===== src/hdl/assert_macros.svh =====
// assertion macros shared by the tuner rtl
// expects clk and rst_n in the scope where a macro is used
`ifndef ASSERT_MACROS_SVH
`define ASSERT_MACROS_SVH

// property checked at every clock edge outside reset
`define LSAT_ASSERT(name, prop, msg) \
    name: assert property (@(posedge clk) disable iff (!rst_n) prop) else $error(msg);

// implication whose consequent is checked in the cycle after the condition, outside reset
`define LSAT_ASSERT_NEXT(name, cond, prop, msg) \
    name: assert property (@(posedge clk) disable iff (!rst_n) (cond) |=> (prop)) \
        else $error(msg);

`endif


===== src/hdl/lsat_pkg.sv =====
// types and constants for the lightning sensor auto tuner
// used by lightning_sensor_auto_tuner_core; no dependencies
package lsat_pkg;

    localparam int NOISE_W   = 3;
    localparam int LEVEL_W   = 4;
    localparam int HOLD_W    = 20;
    localparam int SRC_W     = 3;
    localparam int DIST_W    = 6;
    localparam int STORM_W   = 2;
    localparam int MASK_W    = 3;

    localparam int S_TDATA_W = 16;
    localparam int M_TDATA_W = 24;

    localparam logic [NOISE_W-1:0] NOISE_MAX    = 3'd7;
    localparam logic [LEVEL_W-1:0] WATCHDOG_MAX = 4'd15;
    localparam logic [LEVEL_W-1:0] SPIKE_MAX    = 4'd15;

    localparam logic [NOISE_W-1:0] NOISE_RESET    = 3'd2;
    localparam logic [LEVEL_W-1:0] WATCHDOG_RESET = 4'd2;
    localparam logic [LEVEL_W-1:0] SPIKE_RESET    = 4'd2;

    localparam logic [HOLD_W-1:0] NOISE_HOLD_RESET = 20'd5000;
    localparam logic [HOLD_W-1:0] QUIET_HOLD_RESET = 20'd60000;

    // configuration register indexes
    localparam logic REG_NOISE_HOLD = 1'b0;
    localparam logic REG_QUIET_HOLD = 1'b1;

    // request kinds
    localparam logic REQ_TICK  = 1'b0;
    localparam logic REQ_EVENT = 1'b1;

    // interrupt sources
    localparam logic [SRC_W-1:0] SRC_NOISE     = 3'd0;
    localparam logic [SRC_W-1:0] SRC_DISTURBER = 3'd1;
    localparam logic [SRC_W-1:0] SRC_LIGHTNING = 3'd2;
    localparam logic [SRC_W-1:0] SRC_DISTANCE  = 3'd3;

    // storm event codes
    localparam logic [STORM_W-1:0] STORM_NONE      = 2'd0;
    localparam logic [STORM_W-1:0] STORM_LIGHTNING = 2'd1;
    localparam logic [STORM_W-1:0] STORM_DISTANCE  = 2'd2;

    // changed mask bits
    localparam int CHG_NOISE    = 0;
    localparam int CHG_WATCHDOG = 1;
    localparam int CHG_SPIKE    = 2;

    typedef struct packed {
        logic [DIST_W-1:0]  storm_distance_km;
        logic               at_limit;
        logic [MASK_W-1:0]  changed_mask;
        logic [LEVEL_W-1:0] spike_reject_level;
        logic [LEVEL_W-1:0] watchdog_level;
        logic [NOISE_W-1:0] noise_floor;
    } result_t;

endpackage


===== src/hdl/lightning_sensor_auto_tuner_core.sv =====
// lightning sensor auto tuner: input register, one pass of update logic, result register
// depends on lsat_pkg and assert_macros.svh
//
// usage:
//   s_* channel takes one request per transaction: s_tuser holds the request kind
//   (0 one-millisecond tick, 1 sensor interrupt), s_tdata the interrupt source and distance.
//   m_* channel returns exactly one result per request, in order: the three levels after
//   the request, the changed mask, the limit flag and the storm distance in m_tdata,
//   the storm event code in m_tuser.
//   cfg_* channel writes the noise hold (index 0) or quiet hold (index 1); cfg_ready is
//   always high and writes are expected only while no request is in flight.
// timing:
//   an s transaction reaches m_tvalid via the input and result registers; one request per cycle
//   is sustained with m_tready high, the level and counter update being one compare/increment pass.
// reset:
//   levels return to 2, both counters to 0, holds to 5000 and 60000 ms, pipeline empties.
// stall:
//   while m_tready is low the result holds; the input register still takes one more
//   request, then s_tready drops until the result is taken.
`include "assert_macros.svh"

module lightning_sensor_auto_tuner_core
    import lsat_pkg::*;
(
    input  logic                 clk,
    input  logic                 rst_n,

    input  logic                 s_tvalid,
    output logic                 s_tready,
    input  logic [S_TDATA_W-1:0] s_tdata,   // int_source[2:0], distance_km[8:3], zero pad
    input  logic                 s_tuser,   // req_type[0]

    output logic                 m_tvalid,
    input  logic                 m_tready,
    output logic [M_TDATA_W-1:0] m_tdata,   // noise_floor[2:0], watchdog_level[6:3],
                                            // spike_reject_level[10:7], changed_mask[13:11],
                                            // at_limit[14], storm_distance_km[20:15], zero pad
    output logic [STORM_W-1:0]   m_tuser,   // storm_event[1:0]

    input  logic                 cfg_valid,
    output logic                 cfg_ready,
    input  logic                 cfg_index,
    input  logic [HOLD_W-1:0]    cfg_data
);

    // configuration
    logic [HOLD_W-1:0]  noise_hold_reg;
    logic [HOLD_W-1:0]  quiet_hold_reg;

    // input stage
    logic               in_valid_reg;
    logic               in_req_reg;
    logic [SRC_W-1:0]   in_src_reg;
    logic [DIST_W-1:0]  in_dist_reg;

    // tuner state
    logic [NOISE_W-1:0] noise_level_reg,  noise_level_next;
    logic [LEVEL_W-1:0] watchdog_reg,     watchdog_next;
    logic [LEVEL_W-1:0] spike_reg,        spike_next;
    logic [HOLD_W-1:0]  noise_cnt_reg,    noise_cnt_next;
    logic [HOLD_W-1:0]  quiet_cnt_reg,    quiet_cnt_next;

    // result stage
    logic               out_valid_reg;
    result_t            res_reg, res_next;
    logic [STORM_W-1:0] storm_reg;

    logic               advance;
    logic               s_accept;
    logic               is_tick;
    logic               is_event;
    logic [HOLD_W:0]    noise_inc;
    logic [HOLD_W:0]    quiet_inc;
    logic               noise_fire;
    logic               quiet_fire;
    logic [MASK_W-1:0]  changed;
    logic               limit;
    logic [STORM_W-1:0] storm;
    logic [DIST_W-1:0]  sdist;

    assign advance   = in_valid_reg && (!out_valid_reg || m_tready);
    assign s_tready  = !in_valid_reg || advance;
    assign s_accept  = s_tvalid && s_tready;
    assign cfg_ready = 1'b1;

    assign m_tvalid  = out_valid_reg;
    assign m_tdata   = {{(M_TDATA_W - $bits(result_t)){1'b0}}, res_reg};
    // m_tuser comes from the registered storm code
    assign m_tuser   = storm_reg;

    always_ff @(posedge clk or negedge rst_n)
    begin
        if (!rst_n)
        begin
            noise_hold_reg <= NOISE_HOLD_RESET;
            quiet_hold_reg <= QUIET_HOLD_RESET;
        end
        else if (cfg_valid && cfg_ready)
        begin
            if (cfg_index == REG_NOISE_HOLD)
            begin
                noise_hold_reg <= cfg_data;
            end
            if (cfg_index == REG_QUIET_HOLD)
            begin
                quiet_hold_reg <= cfg_data;
            end
        end
    end

    // input register
    always_ff @(posedge clk or negedge rst_n)
    begin
        if (!rst_n)
        begin
            in_valid_reg <= 1'b0;
        end
        else if (s_tready)
        begin
            in_valid_reg <= s_tvalid;
        end
    end

    always_ff @(posedge clk)
    begin
        if (s_accept)
        begin
            in_req_reg  <= s_tuser;
            in_src_reg  <= s_tdata[SRC_W-1:0];
            in_dist_reg <= s_tdata[SRC_W+DIST_W-1:SRC_W];
        end
    end

    // update logic
    assign is_tick   = (in_req_reg == REQ_TICK);
    assign is_event  = (in_req_reg == REQ_EVENT);
    assign noise_inc = {1'b0, noise_cnt_reg} + {{HOLD_W{1'b0}}, 1'b1};
    assign quiet_inc = {1'b0, quiet_cnt_reg} + {{HOLD_W{1'b0}}, 1'b1};
    assign noise_fire = noise_inc > {1'b0, noise_hold_reg};
    assign quiet_fire = quiet_inc > {1'b0, quiet_hold_reg};

    always_comb
    begin
        noise_level_next = noise_level_reg;
        watchdog_next    = watchdog_reg;
        spike_next       = spike_reg;
        noise_cnt_next   = noise_cnt_reg;
        quiet_cnt_next   = quiet_cnt_reg;
        changed          = '0;
        limit            = 1'b0;
        storm            = STORM_NONE;
        sdist            = '0;

        if (is_tick)
        begin
            noise_cnt_next = noise_fire ? '0 : noise_inc[HOLD_W-1:0];
            quiet_cnt_next = quiet_fire ? '0 : quiet_inc[HOLD_W-1:0];
            if (noise_fire && noise_level_reg != '0)
            begin
                noise_level_next    = noise_level_reg - 1'b1;
                changed[CHG_NOISE]  = 1'b1;
            end
            if (quiet_fire)
            begin
                if (watchdog_reg > spike_reg)
                begin
                    watchdog_next         = watchdog_reg - 1'b1;
                    changed[CHG_WATCHDOG] = 1'b1;
                end
                else if (spike_reg != '0)
                begin
                    spike_next         = spike_reg - 1'b1;
                    changed[CHG_SPIKE] = 1'b1;
                end
            end
        end
        else
        begin
            case (in_src_reg)
                SRC_NOISE:
                begin
                    noise_cnt_next = '0;
                    if (noise_level_reg < NOISE_MAX)
                    begin
                        noise_level_next   = noise_level_reg + 1'b1;
                        changed[CHG_NOISE] = 1'b1;
                    end
                    else if (watchdog_reg < WATCHDOG_MAX)
                    begin
                        watchdog_next         = watchdog_reg + 1'b1;
                        changed[CHG_WATCHDOG] = 1'b1;
                    end
                    else
                    begin
                        limit = 1'b1;
                    end
                end
                SRC_DISTURBER:
                begin
                    quiet_cnt_next = '0;
                    // raise whichever of watchdog and spike rejection is not larger, watchdog on a tie
                    if (watchdog_reg <= spike_reg)
                    begin
                        if (watchdog_reg < WATCHDOG_MAX)
                        begin
                            watchdog_next         = watchdog_reg + 1'b1;
                            changed[CHG_WATCHDOG] = 1'b1;
                        end
                        else
                        begin
                            limit = 1'b1;
                        end
                    end
                    else if (spike_reg < SPIKE_MAX)
                    begin
                        spike_next         = spike_reg + 1'b1;
                        changed[CHG_SPIKE] = 1'b1;
                    end
                    else
                    begin
                        limit = 1'b1;
                    end
                end
                SRC_LIGHTNING:
                begin
                    storm = STORM_LIGHTNING;
                    sdist = in_dist_reg;
                end
                SRC_DISTANCE:
                begin
                    storm = STORM_DISTANCE;
                    sdist = in_dist_reg;
                end
                default:
                begin
                    storm = STORM_NONE;
                end
            endcase
        end

        res_next.noise_floor        = noise_level_next;
        res_next.watchdog_level     = watchdog_next;
        res_next.spike_reject_level = spike_next;
        res_next.changed_mask       = changed;
        res_next.at_limit           = limit;
        res_next.storm_distance_km  = sdist;
    end

    // state commits when the item moves into the result register
    always_ff @(posedge clk or negedge rst_n)
    begin
        if (!rst_n)
        begin
            noise_level_reg <= NOISE_RESET;
            watchdog_reg    <= WATCHDOG_RESET;
            spike_reg       <= SPIKE_RESET;
            noise_cnt_reg   <= '0;
            quiet_cnt_reg   <= '0;
        end
        else if (advance)
        begin
            noise_level_reg <= noise_level_next;
            watchdog_reg    <= watchdog_next;
            spike_reg       <= spike_next;
            noise_cnt_reg   <= noise_cnt_next;
            quiet_cnt_reg   <= quiet_cnt_next;
        end
    end

    // result register
    always_ff @(posedge clk or negedge rst_n)
    begin
        if (!rst_n)
        begin
            out_valid_reg <= 1'b0;
        end
        else if (!out_valid_reg || m_tready)
        begin
            out_valid_reg <= in_valid_reg;
        end
    end

    always_ff @(posedge clk)
    begin
        if (advance)
        begin
            res_reg   <= res_next;
            storm_reg <= storm;
        end
    end

    logic unused_is_event;
    assign unused_is_event = is_event;

    // assertions
    `LSAT_ASSERT(a_full_blocks_input,
        !(in_valid_reg && out_valid_reg && !m_tready && s_tready),
        "input accepted while both stages are full and stalled")
    `LSAT_ASSERT(a_limit_no_change,
        !(out_valid_reg && res_reg.at_limit && res_reg.changed_mask != '0),
        "limit flagged together with a level change")
    `LSAT_ASSERT(a_storm_no_change,
        !(out_valid_reg && storm_reg != STORM_NONE &&
          (res_reg.changed_mask != '0 || res_reg.at_limit)),
        "storm event reported with a level change")
    `LSAT_ASSERT(a_no_storm_zero_dist,
        !(out_valid_reg && storm_reg == STORM_NONE && res_reg.storm_distance_km != '0),
        "distance reported without a storm event")
    `LSAT_ASSERT_NEXT(a_commit_tracks_result, advance,
        res_reg.noise_floor == noise_level_reg && res_reg.watchdog_level == watchdog_reg &&
        res_reg.spike_reject_level == spike_reg,
        "result levels differ from committed state")

endmodule

===== config.mk =====
export PLATFORM = sky130hd
export DESIGN_NAME = lightning_sensor_auto_tuner_core
export DESIGN_NICKNAME = d
export VERILOG_FILES = /design/src/hdl/lsat_pkg.sv /design/src/hdl/lightning_sensor_auto_tuner_core.sv
export VERILOG_INCLUDE_DIRS = /design/src /design/src/hdl
export SDC_FILE = /design/constraint.sdc
export NUM_CORES = 1
export LEC_CHECK = 0
export ABC_AREA = 1
export BUFFER_PORTS_ARGS = -buffer_cell sky130_fd_sc_hd__buf_2
export CORE_MARGIN = 2
export CORE_UTILIZATION = 40
export DETAILED_ROUTE_END_ITERATION = 7
export GPL_ROUTABILITY_DRIVEN = 0
export GPL_TIMING_DRIVEN = 0
export HOLD_SLACK_MARGIN = 0.1
export PLACE_DENSITY = 0.61
export SYNTH_ARGS = -nofsm -noshare
export SYNTH_HDL_FRONTEND = slang
export SYNTH_SLANG_ARGS = --single-unit

===== constraint.sdc =====
create_clock -name clk -period 3.5 [get_ports clk]
set_input_delay 1.05 -clock clk [delete_from_list [all_inputs] [get_ports clk]]
set_output_delay 1.05 -clock clk [all_outputs]
set_load 0.05 [all_outputs]

==> results.md <==
* Num CTS Buffers at 17
* CTS max path bufs at 2
* Pin count of the biggest net entering global routing at 64
* RR Startpoint: quiet_cnt_reg[0]$_DFFE_PN0P_
* Min Tclk post-route at 3330 ps
* Hold path startpoint: noise_hold_reg[13]$_DFFE_PN0P_
* IO buf count at 60
* Worst Clk Skew at 12.2 ps
* Placed instance area at 8160 um2
* Nature of the critical path startpoint: register
* Core area at 18600 um2
* Sequential power share at 0.326
* # hold bufs at CTS at 0
* Synth unique cells at 43
* Layout cell share with drive strength beyond 1 at 0.166
* Most used routing layer: met2
* Critical path class: reg -> reg
* Combinational Power Share at 0.431
* Critical-path cell list: buf_4 -> ha_4 -> nand3_4 -> nor2_4 -> nand3_2 -> or4_4 -> xor2_2 -> inv_1 -> ha_4 -> nand2_2 -> nor2_2 -> nand4_1 -> nor2_2 -> nand2_4 -> nand2_2 -> buf_4 -> o22ai_1
* Syn_area_per_cell at 8.10 um2
* Met2 GRT Util at 0.274
* Mapped cell area at 7530 um2
* Clk_lat worst skew at 420 ps
* GRT Overall Usage at 0.182
* Synth area leader: dfrtp_1
* Register area share after synthesis at 0.443
* CP delay by family, top: simple AND/OR/NAND/NOR gates
* Area Overhead vs Synth at 18.5%
* Total wire length at 17400 um
* IR drop worst, VDD at 0.404 mV
* DR pass1 iterations at 5
* Area contributors post-synth: dfrtp_1 26%, edfxtp_1 13%, nand2_1 10%, ha_1 9.0%, inv_1 8.9%
* I/O pin cnt at 72
* Row count at 50
* Worst R2R Setup Slack at 170 ps
* CTS tree: yes
* Reg2Reg Depth at 17
* GR Overflow Total at 0
* CP endpoint kind: register
* Die X-Extent at 141 um
* Sw Pwr at 2990 uW
* First-pass GRT wire length at 28800 um
* Clock share of power at 0.243
* Number of synthesized flops with an enable pin at 33
* Die area at 19900 um2
* Max reg flops at 21
* Root Buffer: clkbuf_16
* Vias at 6141
* Mapped Cells at 930
* DR WL/cell at 13.7 um
* Int Pwr at 4020 uW
* Sink Count at 126
* Run status: finished clean
* Power per cell area at 786 nW/um2
* Headroom to the max-slew limit at 0.561
* Max Slew Vio Count at 0
* GR Util met1 at 0.264
* Final period util at 0.953
* Commonest non-fill, non-tap cell in the layout: nand2_1
* Hold Fails Final Rpt at 0
* Arrival @ worst endpoint at 3490 ps
* # setup viols final at 0
* Die Ht at 141 um
* CP Data Required Time at 3660 ps
* Yosys warns at 0
* Yosys reg bits at 126
* CP max stage cell: or4_4
* Fraction of registers with async set/reset at 0.738
* Met3 Usage GRT at 0.0346
* Initial detailed-routing violation count at 339
* Avg Vias per Cell at 4.85
* Tightest Pin Transition at 658 ps
* Maximum clock rate at 0.300 GHz
* Hold EP: noise_hold_reg[13]$_DFFE_PN0P_
* Largest stage delay, worst path at 440 ps
* Post-DRT Antenna Nets at 0
* Prevailing post-synth register cell: dfrtp_1
* Layout Utilization at 0.480
* Residual DRC at 0
* Initial core utilization at 0.405
* Post-DP HPWL at 12800 um
* Synth top area share at 0.259
* Buf+Inv Stages, Crit Path at 3
* Vias in the first global route at 5813
* Clock Pin Slew Worst Setup and Hold Paths at 60 ps
* Antenna cells at 0
* Max Cap Violations at 0
* Commonest non-fill, non-tap cells in the layout: 204 x nand2_1, 178 x inv_1, 76 x o21ai_0, 75 x dfrtp_1, 60 x buf_2
* Initial antenna violation count at 0
* Hold slack at 482 ps
* Type of the worst min-delay path: reg -> reg
* Final Instance Area at 8920 um2
* H-tree depth at 4
* LEAKAGE at 0.00448 uW
* Hold path depth at 2
* Switching share of power at 0.426
* FF-to-FF End: m_tdata[12]$_DFFE_PP_
* Crit-path max FO at 10
* Final nets at 1117
==> worst max-delay path by stage <==
stage / slack, ps / cells past startpoint / start / end
6_report: 170 / 17 / quiet_cnt_reg[0]$_DFFE_PN0P_ / m_tdata[12]$_DFFE_PP_
5_1_grt: -60 / 21 / quiet_cnt_reg[0]$_DFFE_PN0P_ / m_tdata[5]$_DFFE_PP_
4_1_cts: 20 / 18 / noise_cnt_reg[0]$_DFFE_PN0P_ / noise_cnt_reg[12]$_DFFE_PN0P_
3_5_place_dp: -70 / 16 / quiet_cnt_reg[0]$_DFFE_PN0P_ / m_tdata[12]$_DFFE_PP_
3_3_place_gp: -40 / 16 / quiet_cnt_reg[0]$_DFFE_PN0P_ / m_tdata[12]$_DFFE_PP_
2_1_floorplan: 400 / 20 / quiet_cnt_reg[0]$_DFFE_PN0P_ / m_tdata[5]$_DFFE_PP_
==> cells by family after synthesis <==
logic type,share of synthesized area
XOR/XNOR,0.0349
AND/OR/NAND/NOR,0.225
flip-flops,0.443
AO/OA/AOI/OAI,0.0990
adder cells (fa/ha/maj),0.0897
other,0.000997
buffers and inverters,0.107
==> power groups by stage <==
stage	sequential (uW)	combinational (uW)	clock [uW]
6_report	2280	3020	1700
5_1_grt	2350	3450	1800
4_1_cts	2270	2930	1730
3_5_place_dp	2290	2880	0
3_3_place_gp	2290	2810	0
2_1_floorplan	2460	2010	0
==> through the flow <==
| stage | setup TNS (ps) | total power (uW) | cells | setup slack, ps |
|---|---|---|---|---|
| floorplan | 0 | 4470 | 932 | 405 |
| global placement | -41.6 | 5100 | 1226 | -41.6 |
| detailed placement | -71.0 | 5180 | 1227 | -71.0 |
| CTS | 0 | 6930 | 1260 | 18.3 |
| global route | -120 | 7600 | 1267 | -59.0 |
| finish | 0 | 7010 | 1267 | 165 |
==> repair_timing <==
item                       4_1_cts  5_1_grt
setup endpoints to repair        3       61
buffers inserted                 1        7
pin swaps                        0       12
gates resized for setup          2       32
gates cloned                     0        0
==> worst register-to-register path: cells and delay by family (launching register included) <==
family                   cells  cell delay (ps)
buffers and inverters        3              450
adder cells (fa/ha/maj)      2              440
flip-flops                   1              340
AO/OA/AOI/OAI                1              110
XOR/XNOR                     1              170
AND/OR/NAND/NOR             10             1570
==> cell usage after synthesis (3+ instances only) <==
library cell / instances
a21oi_1: 24
and2_1: 5
buf_4: 6
clkbuf_1: 14
dfrtp_1: 78
dfstp_2: 15
edfxtp_1: 33
ha_1: 54
inv_1: 179
nand2_1: 207
nand2_2: 5
nand3_1: 51
nand3_2: 3
nand3b_1: 8
nand4_1: 15
nor2_1: 54
nor2_2: 3
nor2_4: 3
nor3_1: 13
o211ai_1: 3
o21ai_0: 77
o22ai_1: 24
xor2_1: 29
==> per-layer routing <==
layer / share of wire / up-vias
li1: - / 3176
met1: 0.51 / 2843
met2: 0.44 / 102
met3: 0.032 / 20
met4: 0.018 / 0
met5: 0 / -
==> final cells by class <==
cell class | instances | area (um2)
Fill cell | 1770 | 9660
Multi-Input combinational cell | 602 | 3520
Sequential cell | 126 | 3340
Inverter | 180 | 678
Clock buffer | 17 | 425
Timing Repair Buffer | 69 | 390
Tap cell | 234 | 293
Buffer | 24 | 140
Clock inverter | 15 | 138
Power figures use the tool's default switching activity.
